[config.mk]
export PLATFORM = sky130hd
export DESIGN_NAME = morse_key_decoder
export DESIGN_NICKNAME = d
export VERILOG_FILES = /design/src/sv/mkd_pkg.sv /design/src/sv/mkd_front.sv /design/src/sv/mkd_queue.sv /design/src/sv/mkd_back.sv /design/src/sv/morse_key_decoder.sv
export SDC_FILE = /design/constraint.sdc
export NUM_CORES = 1
export LEC_CHECK = 0
export BUFFER_PORTS_ARGS = -buffer_cell sky130_fd_sc_hd__buf_2
export CORE_MARGIN = 2
export CORE_UTILIZATION = 50
export DETAILED_ROUTE_END_ITERATION = 10
export GPL_TIMING_DRIVEN = 0
export HOLD_SLACK_MARGIN = 0.03
export MAX_ROUTING_LAYER = met4
export PLACE_DENSITY_LB_ADDON = 0.2
export SLEW_MARGIN = 20
export SYNTH_ARGS = -nofsm -noshare
export SYNTH_HDL_FRONTEND = slang
export SYNTH_SLANG_ARGS = --single-unit
export TNS_END_PERCENT = 1
[constraint.sdc]
create_clock -name clock -period 6.28 [get_ports clock]
set_input_delay 0.314 -clock clock [delete_from_list [all_inputs] [get_ports clock]]
set_output_delay 0.314 -clock clock [all_outputs]
set_load 0.01 [all_outputs]
[src/sv/mkd_pkg.sv]
// Shared types, constants and the letter lookup for the Morse key decoder.
`timescale 1ns / 1ps

package mkd_pkg;

   localparam int MAX_SYMBOLS = 8;
   localparam int SYM_CNT_W   = $clog2(MAX_SYMBOLS + 1);
   localparam int TIMER_W     = 16;
   localparam int CFG_W       = 16;
   localparam int CSR_IDX_W   = 2;
   localparam int CODE_W      = 7;
   localparam int QUEUE_DEPTH = 4;
   localparam int QUEUE_PTR_W = $clog2(QUEUE_DEPTH);
   localparam int QUEUE_CNT_W = $clog2(QUEUE_DEPTH + 1);

   localparam logic [CSR_IDX_W-1:0] CSR_DOT_LIMIT  = 2'd0;
   localparam logic [CSR_IDX_W-1:0] CSR_LETTER_GAP = 2'd1;
   localparam logic [CSR_IDX_W-1:0] CSR_WORD_GAP   = 2'd2;

   localparam logic [CFG_W-1:0] DOT_LIMIT_RESET  = 16'd300;
   localparam logic [CFG_W-1:0] LETTER_GAP_RESET = 16'd1000;
   localparam logic [CFG_W-1:0] WORD_GAP_RESET   = 16'd2000;

   localparam logic EVENT_LETTER = 1'b0;
   localparam logic EVENT_WORD   = 1'b1;

   localparam logic [CODE_W-1:0] UNKNOWN_CODE = 7'd63;
   localparam logic [CODE_W-1:0] NO_CODE      = 7'd0;

   // Events caused by one tick: an optional letter, then an optional word end.
   typedef struct packed {
      logic              letter_vld;
      logic [CODE_W-1:0] letter_code;
      logic              word_vld;
   } tick_events_type;

   // Index is the leading-one marker followed by the symbols, dash is one.
   function automatic logic [CODE_W-1:0] letter_lookup(input logic [4:0] idx);
      logic [CODE_W-1:0] code;
      case (idx)
         5'd2:    code = 7'd69;  // E
         5'd3:    code = 7'd84;  // T
         5'd4:    code = 7'd73;  // I
         5'd5:    code = 7'd65;  // A
         5'd6:    code = 7'd78;  // N
         5'd7:    code = 7'd77;  // M
         5'd8:    code = 7'd83;  // S
         5'd9:    code = 7'd85;  // U
         5'd10:   code = 7'd82;  // R
         5'd11:   code = 7'd87;  // W
         5'd12:   code = 7'd68;  // D
         5'd13:   code = 7'd75;  // K
         5'd14:   code = 7'd71;  // G
         5'd15:   code = 7'd79;  // O
         5'd16:   code = 7'd72;  // H
         5'd17:   code = 7'd86;  // V
         5'd18:   code = 7'd70;  // F
         5'd20:   code = 7'd76;  // L
         5'd22:   code = 7'd80;  // P
         5'd23:   code = 7'd74;  // J
         5'd24:   code = 7'd66;  // B
         5'd25:   code = 7'd88;  // X
         5'd26:   code = 7'd67;  // C
         5'd27:   code = 7'd89;  // Y
         5'd28:   code = 7'd90;  // Z
         5'd29:   code = 7'd81;  // Q
         default: code = UNKNOWN_CODE;
      endcase
      return code;
   endfunction

   function automatic logic [CODE_W-1:0] decode_letter(
      input logic [SYM_CNT_W-1:0]   count,
      input logic [MAX_SYMBOLS-1:0] bits,
      input logic                   overflow
   );
      logic [4:0] idx;
      logic [CODE_W-1:0] code;
      idx = 5'd0;
      if (overflow || count == '0 || count > SYM_CNT_W'(4)) begin
         code = UNKNOWN_CODE;
      end else begin
         idx  = (5'd1 << count[2:0]) + {1'b0, bits[3:0]};
         code = letter_lookup(idx);
      end
      return code;
   endfunction

endpackage

[src/sv/mkd_front.sv]
// Front part: configuration registers, tick timing and classification into event records.
`timescale 1ns / 1ps

module mkd_front (
   input  logic                            clock,
   input  logic                            reset,
   input  logic                            csr_we,
   input  logic [mkd_pkg::CSR_IDX_W-1:0]   csr_index,
   input  logic [mkd_pkg::CFG_W-1:0]       csr_wdata,
   input  logic                            tick_accept,
   input  logic                            key_level,
   output logic                            push_valid,
   output mkd_pkg::tick_events_type        push_events
);
   import mkd_pkg::*;

   logic [CFG_W-1:0]       dot_limit_ff, letter_gap_ff, word_gap_ff;
   logic                   key_held_ff, key_held_in;
   logic [TIMER_W-1:0]     press_ticks_ff, press_ticks_in;
   logic [TIMER_W-1:0]     idle_ticks_ff, idle_ticks_in;
   logic [MAX_SYMBOLS-1:0] symbol_bits_ff, symbol_bits_in;
   logic [SYM_CNT_W-1:0]   symbol_count_ff, symbol_count_in;
   logic                   symbol_overflow_ff, symbol_overflow_in;
   logic                   word_open_ff, word_open_in;
   logic [TIMER_W-1:0]     duration;
   logic                   dash;
   logic                   letter_fire, word_fire;
   logic [CODE_W-1:0]      code;

   always_comb begin
      key_held_in        = key_held_ff;
      press_ticks_in     = press_ticks_ff;
      idle_ticks_in      = idle_ticks_ff;
      symbol_bits_in     = symbol_bits_ff;
      symbol_count_in    = symbol_count_ff;
      symbol_overflow_in = symbol_overflow_ff;
      word_open_in       = word_open_ff;
      duration    = (press_ticks_ff == '1) ? press_ticks_ff : press_ticks_ff + 1'b1;
      dash        = (duration >= dot_limit_ff);
      letter_fire = 1'b0;
      word_fire   = 1'b0;
      code        = NO_CODE;

      if (key_level) begin
         if (!key_held_ff) begin
            key_held_in    = 1'b1;
            press_ticks_in = '0;
         end else if (press_ticks_ff != '1) begin
            press_ticks_in = press_ticks_ff + 1'b1;
         end
      end else if (key_held_ff) begin
         if (symbol_count_ff < SYM_CNT_W'(MAX_SYMBOLS)) begin
            symbol_bits_in  = {symbol_bits_ff[MAX_SYMBOLS-2:0], dash};
            symbol_count_in = symbol_count_ff + 1'b1;
         end else begin
            symbol_overflow_in = 1'b1;
         end
         key_held_in   = 1'b0;
         idle_ticks_in = '0;
      end else if (idle_ticks_ff != '1) begin
         idle_ticks_in = idle_ticks_ff + 1'b1;
      end

      if (!key_held_in && symbol_count_in != '0 && idle_ticks_in >= letter_gap_ff) begin
         letter_fire        = 1'b1;
         code               = decode_letter(symbol_count_in, symbol_bits_in,
                                            symbol_overflow_in);
         symbol_bits_in     = '0;
         symbol_count_in    = '0;
         symbol_overflow_in = 1'b0;
         word_open_in       = 1'b1;
      end

      if (!key_held_in && word_open_in && idle_ticks_in >= word_gap_ff) begin
         word_fire    = 1'b1;
         word_open_in = 1'b0;
      end
   end

   assign push_valid              = tick_accept && (letter_fire || word_fire);
   assign push_events.letter_vld  = letter_fire;
   assign push_events.letter_code = code;
   assign push_events.word_vld    = word_fire;

   always_ff @(posedge clock) begin
      if (reset) begin
         dot_limit_ff       <= DOT_LIMIT_RESET;
         letter_gap_ff      <= LETTER_GAP_RESET;
         word_gap_ff        <= WORD_GAP_RESET;
         key_held_ff        <= 1'b0;
         press_ticks_ff     <= '0;
         idle_ticks_ff      <= '0;
         symbol_bits_ff     <= '0;
         symbol_count_ff    <= '0;
         symbol_overflow_ff <= 1'b0;
         word_open_ff       <= 1'b0;
      end else begin
         if (csr_we) begin
            case (csr_index)
               CSR_DOT_LIMIT:  dot_limit_ff  <= csr_wdata;
               CSR_LETTER_GAP: letter_gap_ff <= csr_wdata;
               CSR_WORD_GAP:   word_gap_ff   <= csr_wdata;
               default: ;
            endcase
         end
         if (tick_accept) begin
            key_held_ff        <= key_held_in;
            press_ticks_ff     <= press_ticks_in;
            idle_ticks_ff      <= idle_ticks_in;
            symbol_bits_ff     <= symbol_bits_in;
            symbol_count_ff    <= symbol_count_in;
            symbol_overflow_ff <= symbol_overflow_in;
            word_open_ff       <= word_open_in;
         end
      end
   end

endmodule

[src/sv/mkd_queue.sv]
// Short queue of per-tick event records between the front and back parts.
`timescale 1ns / 1ps

module mkd_queue (
   input  logic                     clock,
   input  logic                     reset,
   input  logic                     push_valid,
   input  mkd_pkg::tick_events_type push_events,
   input  logic                     pop,
   output logic                     full,
   output logic                     empty,
   output mkd_pkg::tick_events_type head_events
);
   import mkd_pkg::*;

   tick_events_type        entries_ff [QUEUE_DEPTH];
   logic [QUEUE_PTR_W-1:0] wr_ptr_ff, wr_ptr_in;
   logic [QUEUE_PTR_W-1:0] rd_ptr_ff, rd_ptr_in;
   logic [QUEUE_CNT_W-1:0] count_ff, count_in;
   logic                   do_push, do_pop;

   assign full        = (count_ff == QUEUE_CNT_W'(QUEUE_DEPTH));
   assign empty       = (count_ff == '0);
   assign head_events = entries_ff[rd_ptr_ff];
   assign do_push     = push_valid && !full;
   assign do_pop      = pop && !empty;

   always_comb begin
      wr_ptr_in = do_push ? wr_ptr_ff + 1'b1 : wr_ptr_ff;
      rd_ptr_in = do_pop ? rd_ptr_ff + 1'b1 : rd_ptr_ff;
      count_in  = count_ff;
      if (do_push && !do_pop) begin
         count_in = count_ff + 1'b1;
      end else if (do_pop && !do_push) begin
         count_in = count_ff - 1'b1;
      end
   end

   always_ff @(posedge clock) begin
      if (reset) begin
         wr_ptr_ff <= '0;
         rd_ptr_ff <= '0;
         count_ff  <= '0;
      end else begin
         wr_ptr_ff <= wr_ptr_in;
         rd_ptr_ff <= rd_ptr_in;
         count_ff  <= count_in;
      end
   end

   always_ff @(posedge clock) begin
      if (do_push) begin
         entries_ff[wr_ptr_ff] <= push_events;
      end
   end

endmodule

[src/sv/mkd_back.sv]
// Back part: turns queued event records into result items in an output register.
`timescale 1ns / 1ps

module mkd_back (
   input  logic                              clock,
   input  logic                              reset,
   input  logic                              empty,
   input  mkd_pkg::tick_events_type          head_events,
   output logic                              pop,
   output logic                              rsp_valid,
   input  logic                              rsp_stall,
   output logic                              rsp_event_kind,
   output logic [mkd_pkg::CODE_W-1:0]        rsp_letter_code,
   output logic                              rsp_last_of_tick
);
   import mkd_pkg::*;

   logic              valid_ff, valid_in;
   logic              kind_ff, kind_in;
   logic [CODE_W-1:0] code_ff, code_in;
   logic              last_ff, last_in;
   logic              pend_word_ff, pend_word_in;
   logic              slot_free;

   assign slot_free = !valid_ff || !rsp_stall;

   always_comb begin
      valid_in     = valid_ff;
      kind_in      = kind_ff;
      code_in      = code_ff;
      last_in      = last_ff;
      pend_word_in = pend_word_ff;
      pop          = 1'b0;
      if (slot_free) begin
         valid_in = 1'b0;
         if (pend_word_ff) begin
            valid_in     = 1'b1;
            kind_in      = EVENT_WORD;
            code_in      = NO_CODE;
            last_in      = 1'b1;
            pend_word_in = 1'b0;
         end else if (!empty) begin
            pop      = 1'b1;
            valid_in = 1'b1;
            if (head_events.letter_vld) begin
               kind_in      = EVENT_LETTER;
               code_in      = head_events.letter_code;
               last_in      = !head_events.word_vld;
               pend_word_in = head_events.word_vld;
            end else begin
               kind_in = EVENT_WORD;
               code_in = NO_CODE;
               last_in = 1'b1;
            end
         end
      end
   end

   always_ff @(posedge clock) begin
      if (reset) begin
         valid_ff     <= 1'b0;
         pend_word_ff <= 1'b0;
      end else begin
         valid_ff     <= valid_in;
         pend_word_ff <= pend_word_in;
      end
      kind_ff <= kind_in;
      code_ff <= code_in;
      last_ff <= last_in;
   end

   assign rsp_valid        = valid_ff;
   assign rsp_event_kind   = kind_ff;
   assign rsp_letter_code  = code_ff;
   assign rsp_last_of_tick = last_ff;

endmodule

[src/sv/morse_key_decoder.sv]
// Top level of the Morse key decoder.
`timescale 1ns / 1ps

// The decoder takes one key sample item per clock cycle while the result side
// keeps up. Each accepted sample is timed and classified combinationally and
// yields zero, one or two result items (a letter, a word end, or both); a
// four-entry event queue sits between the classifier and the output register,
// so a tick with two results sends the letter and then the word end, and
// req_stall rises only when that queue is full. Results pass through the queue
// and the output register. Configuration writes take effect on the next cycle.

module morse_key_decoder (
   input  logic                            clock,
   input  logic                            reset,
   input  logic                            csr_we,
   input  logic [mkd_pkg::CSR_IDX_W-1:0]   csr_index,
   input  logic [mkd_pkg::CFG_W-1:0]       csr_wdata,
   input  logic                            req_valid,
   output logic                            req_stall,
   input  logic                            req_key_level,
   output logic                            rsp_valid,
   input  logic                            rsp_stall,
   output logic                            rsp_event_kind,
   output logic [mkd_pkg::CODE_W-1:0]      rsp_letter_code,
   output logic                            rsp_last_of_tick
);
   import mkd_pkg::*;

   logic            tick_accept;
   logic            push_valid;
   tick_events_type push_events;
   tick_events_type head_events;
   logic            queue_full, queue_empty, pop;

   assign req_stall   = queue_full;
   assign tick_accept = req_valid && !req_stall;

   mkd_front u_front (
      .clock       (clock),
      .reset       (reset),
      .csr_we      (csr_we),
      .csr_index   (csr_index),
      .csr_wdata   (csr_wdata),
      .tick_accept (tick_accept),
      .key_level   (req_key_level),
      .push_valid  (push_valid),
      .push_events (push_events)
   );

   mkd_queue u_queue (
      .clock       (clock),
      .reset       (reset),
      .push_valid  (push_valid),
      .push_events (push_events),
      .pop         (pop),
      .full        (queue_full),
      .empty       (queue_empty),
      .head_events (head_events)
   );

   mkd_back u_back (
      .clock            (clock),
      .reset            (reset),
      .empty            (queue_empty),
      .head_events      (head_events),
      .pop              (pop),
      .rsp_valid        (rsp_valid),
      .rsp_stall        (rsp_stall),
      .rsp_event_kind   (rsp_event_kind),
      .rsp_letter_code  (rsp_letter_code),
      .rsp_last_of_tick (rsp_last_of_tick)
   );

endmodule

==> results.py <==
metrics = {
    "yosys": {
        "synth_common_cells": "nand2_1 (137), dfxtp_1 (102), a21oi_1 (92)",
        "avgSynthCellArea_um2": 8.823,
        "synth_top_family_by_area": "simple AND/OR/NAND/NOR gates",
        "synth_adder_area_share": 0.09981,
        "synth_largest_area_cell": "dfxtp_1",
        "synth-compound-area-share": 0.1807,
        "syn-instance-count": 969,
        "yosysSeqAreaShare": 0.3969,
        "synth_top_area_frac": 0.2388,
        "synthXorXnorAreaFrac": 0.03381,
        "synth.distinct_cells": 80,
        "synth_nets": 1060,
        "synth_top_flop_cell": "dfxtp_1",
        "synthMuxAreaShare": 0.03629,
        "postSynth.asyncResetShare": 0,
        "synth_edf_count": 45,
        "ys_warn_count": 0,
        "netlist_area_mm2": 0.008549,
        "synth_most_common_cell": "nand2_1",
        "ys_ff_latch": 147,
        "synth.area.top_cells": "dfxtp_1 (24%), edfxtp_1 (16%), ha_1 (9.5%)",
        "yosys.area_share.simple": 0.1964,
    },
    "clocking": {
        "path_clk_slew_ns": 0.07,
        "cts_buffers": 17,
        "cts.sinks": 147,
        "htree_levels": 4,
        "cts-root-buf": "clkbuf_16",
        "clk-insertion-delay-late_ns": 0.42,
        "cts_tree": "yes",
        "cts.path.max_buffers": 2,
        "postCtsHoldBufs": 0,
    },
    "floorplan": {
        "die_w_um": 134.8,
        "start_util": 0.5137,
        "floorplan.die_area_mm2": 0.01816,
        "core.rowCount": 47,
        "die_y_um": 134.8,
        "core_mm2": 0.01664,
        "io_pins": 35,
    },
    "global_route": {
        "grt.overflow.total": 0,
        "grt_max_degree": 17,
        "grt_pass1_wl_um": 33580,
        "grt_pass1_vias": 6711,
        "antenna_found_initial": 0,
        "track_usage": 0.2411,
    },
    "critical_path": {
        "regToRegSetupSlack_ns": 0.39,
        "cp_top_family": "compound AO/OA/AOI/OAI gates",
        "cp.depth": 21,
        "worstPathRequired_ns": 6.51,
        "crit_top_cell": "ha_1",
        "cp_slowest_stage_delay_ns": 0.54,
        "setup.worst_path.end": "u_queue.entries_ff[0][4]",
        "path_cells": "ha_1, nand3_2, nor4_4, nand4_4, clkbuf_2, clkbuf_1, nand2_1, ha_1, a21o_1, a21o_1, a211o_1, o21ai_0, o221ai_1, ha_1, inv_1, fa_1, inv_1, ha_1, a211o_1, a221o_1, a31oi_2",
        "crit_path_end_kind": "flop",
        "worst-path-buf-inv": 4,
        "cp_slowest_cell": "fa_1",
        "worstSetupStartpoint": "u_front.press_ticks_ff[0]",
        "startpoint_type": "flop",
        "cp_max_fo": 10,
        "critPathArrivalTime_ns": 6.12,
        "reg2reg_depth": 21,
        "critPathKind": "reg -> reg",
        "r2r_end": "u_queue.entries_ff[0][4]",
        "rr_startpoint": "u_front.press_ticks_ff[0]",
    },
    "pwr": {
        "swShare": 0.2933,
        "pwr-share-comb": 0.182,
        "p_int_mw": 1.787,
        "total_power_mw": 2.528,
        "p_switching_mw": 0.7416,
        "clkPwrFrac": 0.390,
        "power_leakage_nw": 3.805,
        "max-vdd-ir-drop_mv": 0.2304,
        "p_per_area_mw_per_mm2": 263.2,
        "p_seq_frac": 0.429,
    },
    "cells_and_area": {
        "instances_no_fill": 1255,
        "drive_gt1_frac": 0.1082,
        "area.growth.synth_to_final_pct": 12.37,
        "finalNetCount": 1113,
        "nFillCells": 1502,
        "diodes": 0,
        "utilization": 0.5773,
    },
    "placement": {
        "io_buffers": 34,
        "place_inst": 1223,
        "dpl.hpwl_um": 15400,
        "gp_congestion": 0.9338,
    },
    "drt": {
        "ant_nets": 0,
        "drt-vias-per-instance": 5.764,
        "drt_pass1_iterations": 6,
        "wire_per_inst_um": 16.52,
        "initialDrtViolationCount": 450,
        "drt-total-wl_um": 20730,
        "vias": 7234,
        "drc_errors": 0,
    },
    "timing": {
        "finalSetupViolations": 0,
        "final.setup_skew_ns": 0.01217,
        "final_hold_viol_count": 0,
        "fin_crit_ns": 5.887,
        "slew_headroom": 0.4835,
        "worst_pin_slew_ns": 0.7748,
        "slew_viol_final": 0,
        "finalCritPeriodShare": 0.9374,
        "timing.fmax_mhz": 169.9,
    },
    "status": {
        "outcome": "finished, final reports clean",
    },
    "min_path": {
        "hold_path.class": "in -> reg",
    },
    "run": {
        "maxCapViolations": 0,
    },
}
[per-layer routing]
metal / part of all wire / GRT usage / vias up
met5: 0 / - / -
li1: - / - / 3580
met3: 0.047 / 0.04167 / 20
met4: 0.012 / 0.05556 / 0
met2: 0.46 / 0.3810 / 188
met1: 0.48 / 0.3256 / 3446
[stage by stage]
| step | setup WS [ns] | area, um^2 | hold slack (ns) | setup TNS [ns] |
|---|---|---|---|---|
| floorplan | 0.9975 | 8549 | 0.4363 | 0 |
| global placement | -0.2434 | 8995 | 0.4428 | -2.819 |
| detailed placement | -0.2116 | 8995 | 0.4465 | -2.098 |
| global route | -0.02002 | 9607 | 0.1689 | -0.07450 |
| finish | 0.3932 | 9607 | 0.1574 | 0 |
| CTS | 0.08035 | 9583 | 0.1444 | 0 |
[kinds of logic after synthesis]
family                   Yosys count
AO/OA/AOI/OAI                    243
XOR/XNOR                          33
adder cells (fa/ha/maj)           67
AND/OR/NAND/NOR                  340
buffers and inverters            121
multiplexers                      18
flip-flops                       147
[power by group through the flow]
| stage | Clock (mW) | Combinational (mW) | Sequential [mW] |
|---|---|---|---|
| floorplan | 0 | 0.306 | 1.12 |
| finish | 0.985 | 0.459 | 1.08 |
| detailed placement | 0 | 0.456 | 1.11 |
| CTS | 0.993 | 0.459 | 1.08 |
| global placement | 0 | 0.451 | 1.10 |
| global route | 1.04 | 0.518 | 1.09 |
[what timing repair did]
action,CTS,global route
endpoints found under the setup margin,20,28
pin swaps,1,0
setup buffers,1,0
resized for setup,1,6
[state kept, by name (all words and copies together) (netlist names), named ones only]
name / cells
u_queue.entries_ff: 36
u_front.dot_limit_ff: 16
u_front.idle_ticks_ff: 16
u_front.letter_gap_ff: 16
u_front.press_ticks_ff: 16
u_front.word_gap_ff: 16
u_back.rsp_letter_code: 7
u_front.symbol_bits_ff: 4
u_front.symbol_count_ff: 4
u_queue.count_ff: 3
u_queue.rd_ptr_ff: 2
u_queue.wr_ptr_ff: 2
u_back.pend_word_ff: 1
u_back.rsp_event_kind: 1
u_back.rsp_last_of_tick: 1
u_back.rsp_valid: 1
u_front.key_held_ff: 1
u_front.symbol_overflow_ff: 1
u_front.word_open_ff: 1
[layout make-up]
cell class,instances,area [um^2],area share
clock buffers,18,429.2,0.04467
repair buffers,35,177.7,0.01849
plain buffers,53,225.2,0.02344
clock inverters,14,142.6,0.01485
well taps,220,275.3,0.02865
multi-input cells,701,4712,0.4905
inverters,67,251.5,0.02618
flip-flops and latches,147,3393,0.3532
[worst register-to-register path: stages (launching register included)]
cell and delay, ns:
dfxtp_1 0.41, ha_1 0.28, nand3_2 0.21, nor4_4 0.28, nand4_4 0.23, clkbuf_2 0.27, clkbuf_1 0.27, nand2_1 0.13
ha_1 0.24, a21o_1 0.18, a21o_1 0.17, a211o_1 0.27, o21ai_0 0.14, o221ai_1 0.30, ha_1 0.29, inv_1 0.07
fa_1 0.54, inv_1 0.24, ha_1 0.29, a211o_1 0.26, a221o_1 0.36, a31oi_2 0.28
[cells in the final DEF (no fill, tap or decap), types with 11 or more instances in the layout]
cell	count
a21oi_1	92
nor2b_1	12
buf_2	41
a31oi_1	17
or3_1	11
o211ai_1	21
nor3_1	29
nor2_1	61
clkbuf_1	43
nand2_1	137
xor2_1	14
nand3_1	16
xnor2_1	19
ha_1	65
o21ai_0	45
inv_1	66
edfxtp_1	45
clkbuf_16	17
dfxtp_1	102
[worst min path at each step]
stage	startpoint	endpoint	slack [ns]	depth (start not counted)
floorplan	u_front.dot_limit_ff[10]	u_front.dot_limit_ff[10]	0.44	2
detailed placement	u_front.dot_limit_ff[14]	u_front.dot_limit_ff[14]	0.45	2
global route	csr_wdata[12]	u_front.dot_limit_ff[12]	0.17	3
finish	csr_wdata[1]	u_front.word_gap_ff[1]	0.16	3
global placement	u_front.letter_gap_ff[4]	u_front.letter_gap_ff[4]	0.44	2
CTS	csr_wdata[1]	u_front.word_gap_ff[1]	0.14	3
No activity file was read; power rests on OpenSTA's default activity.
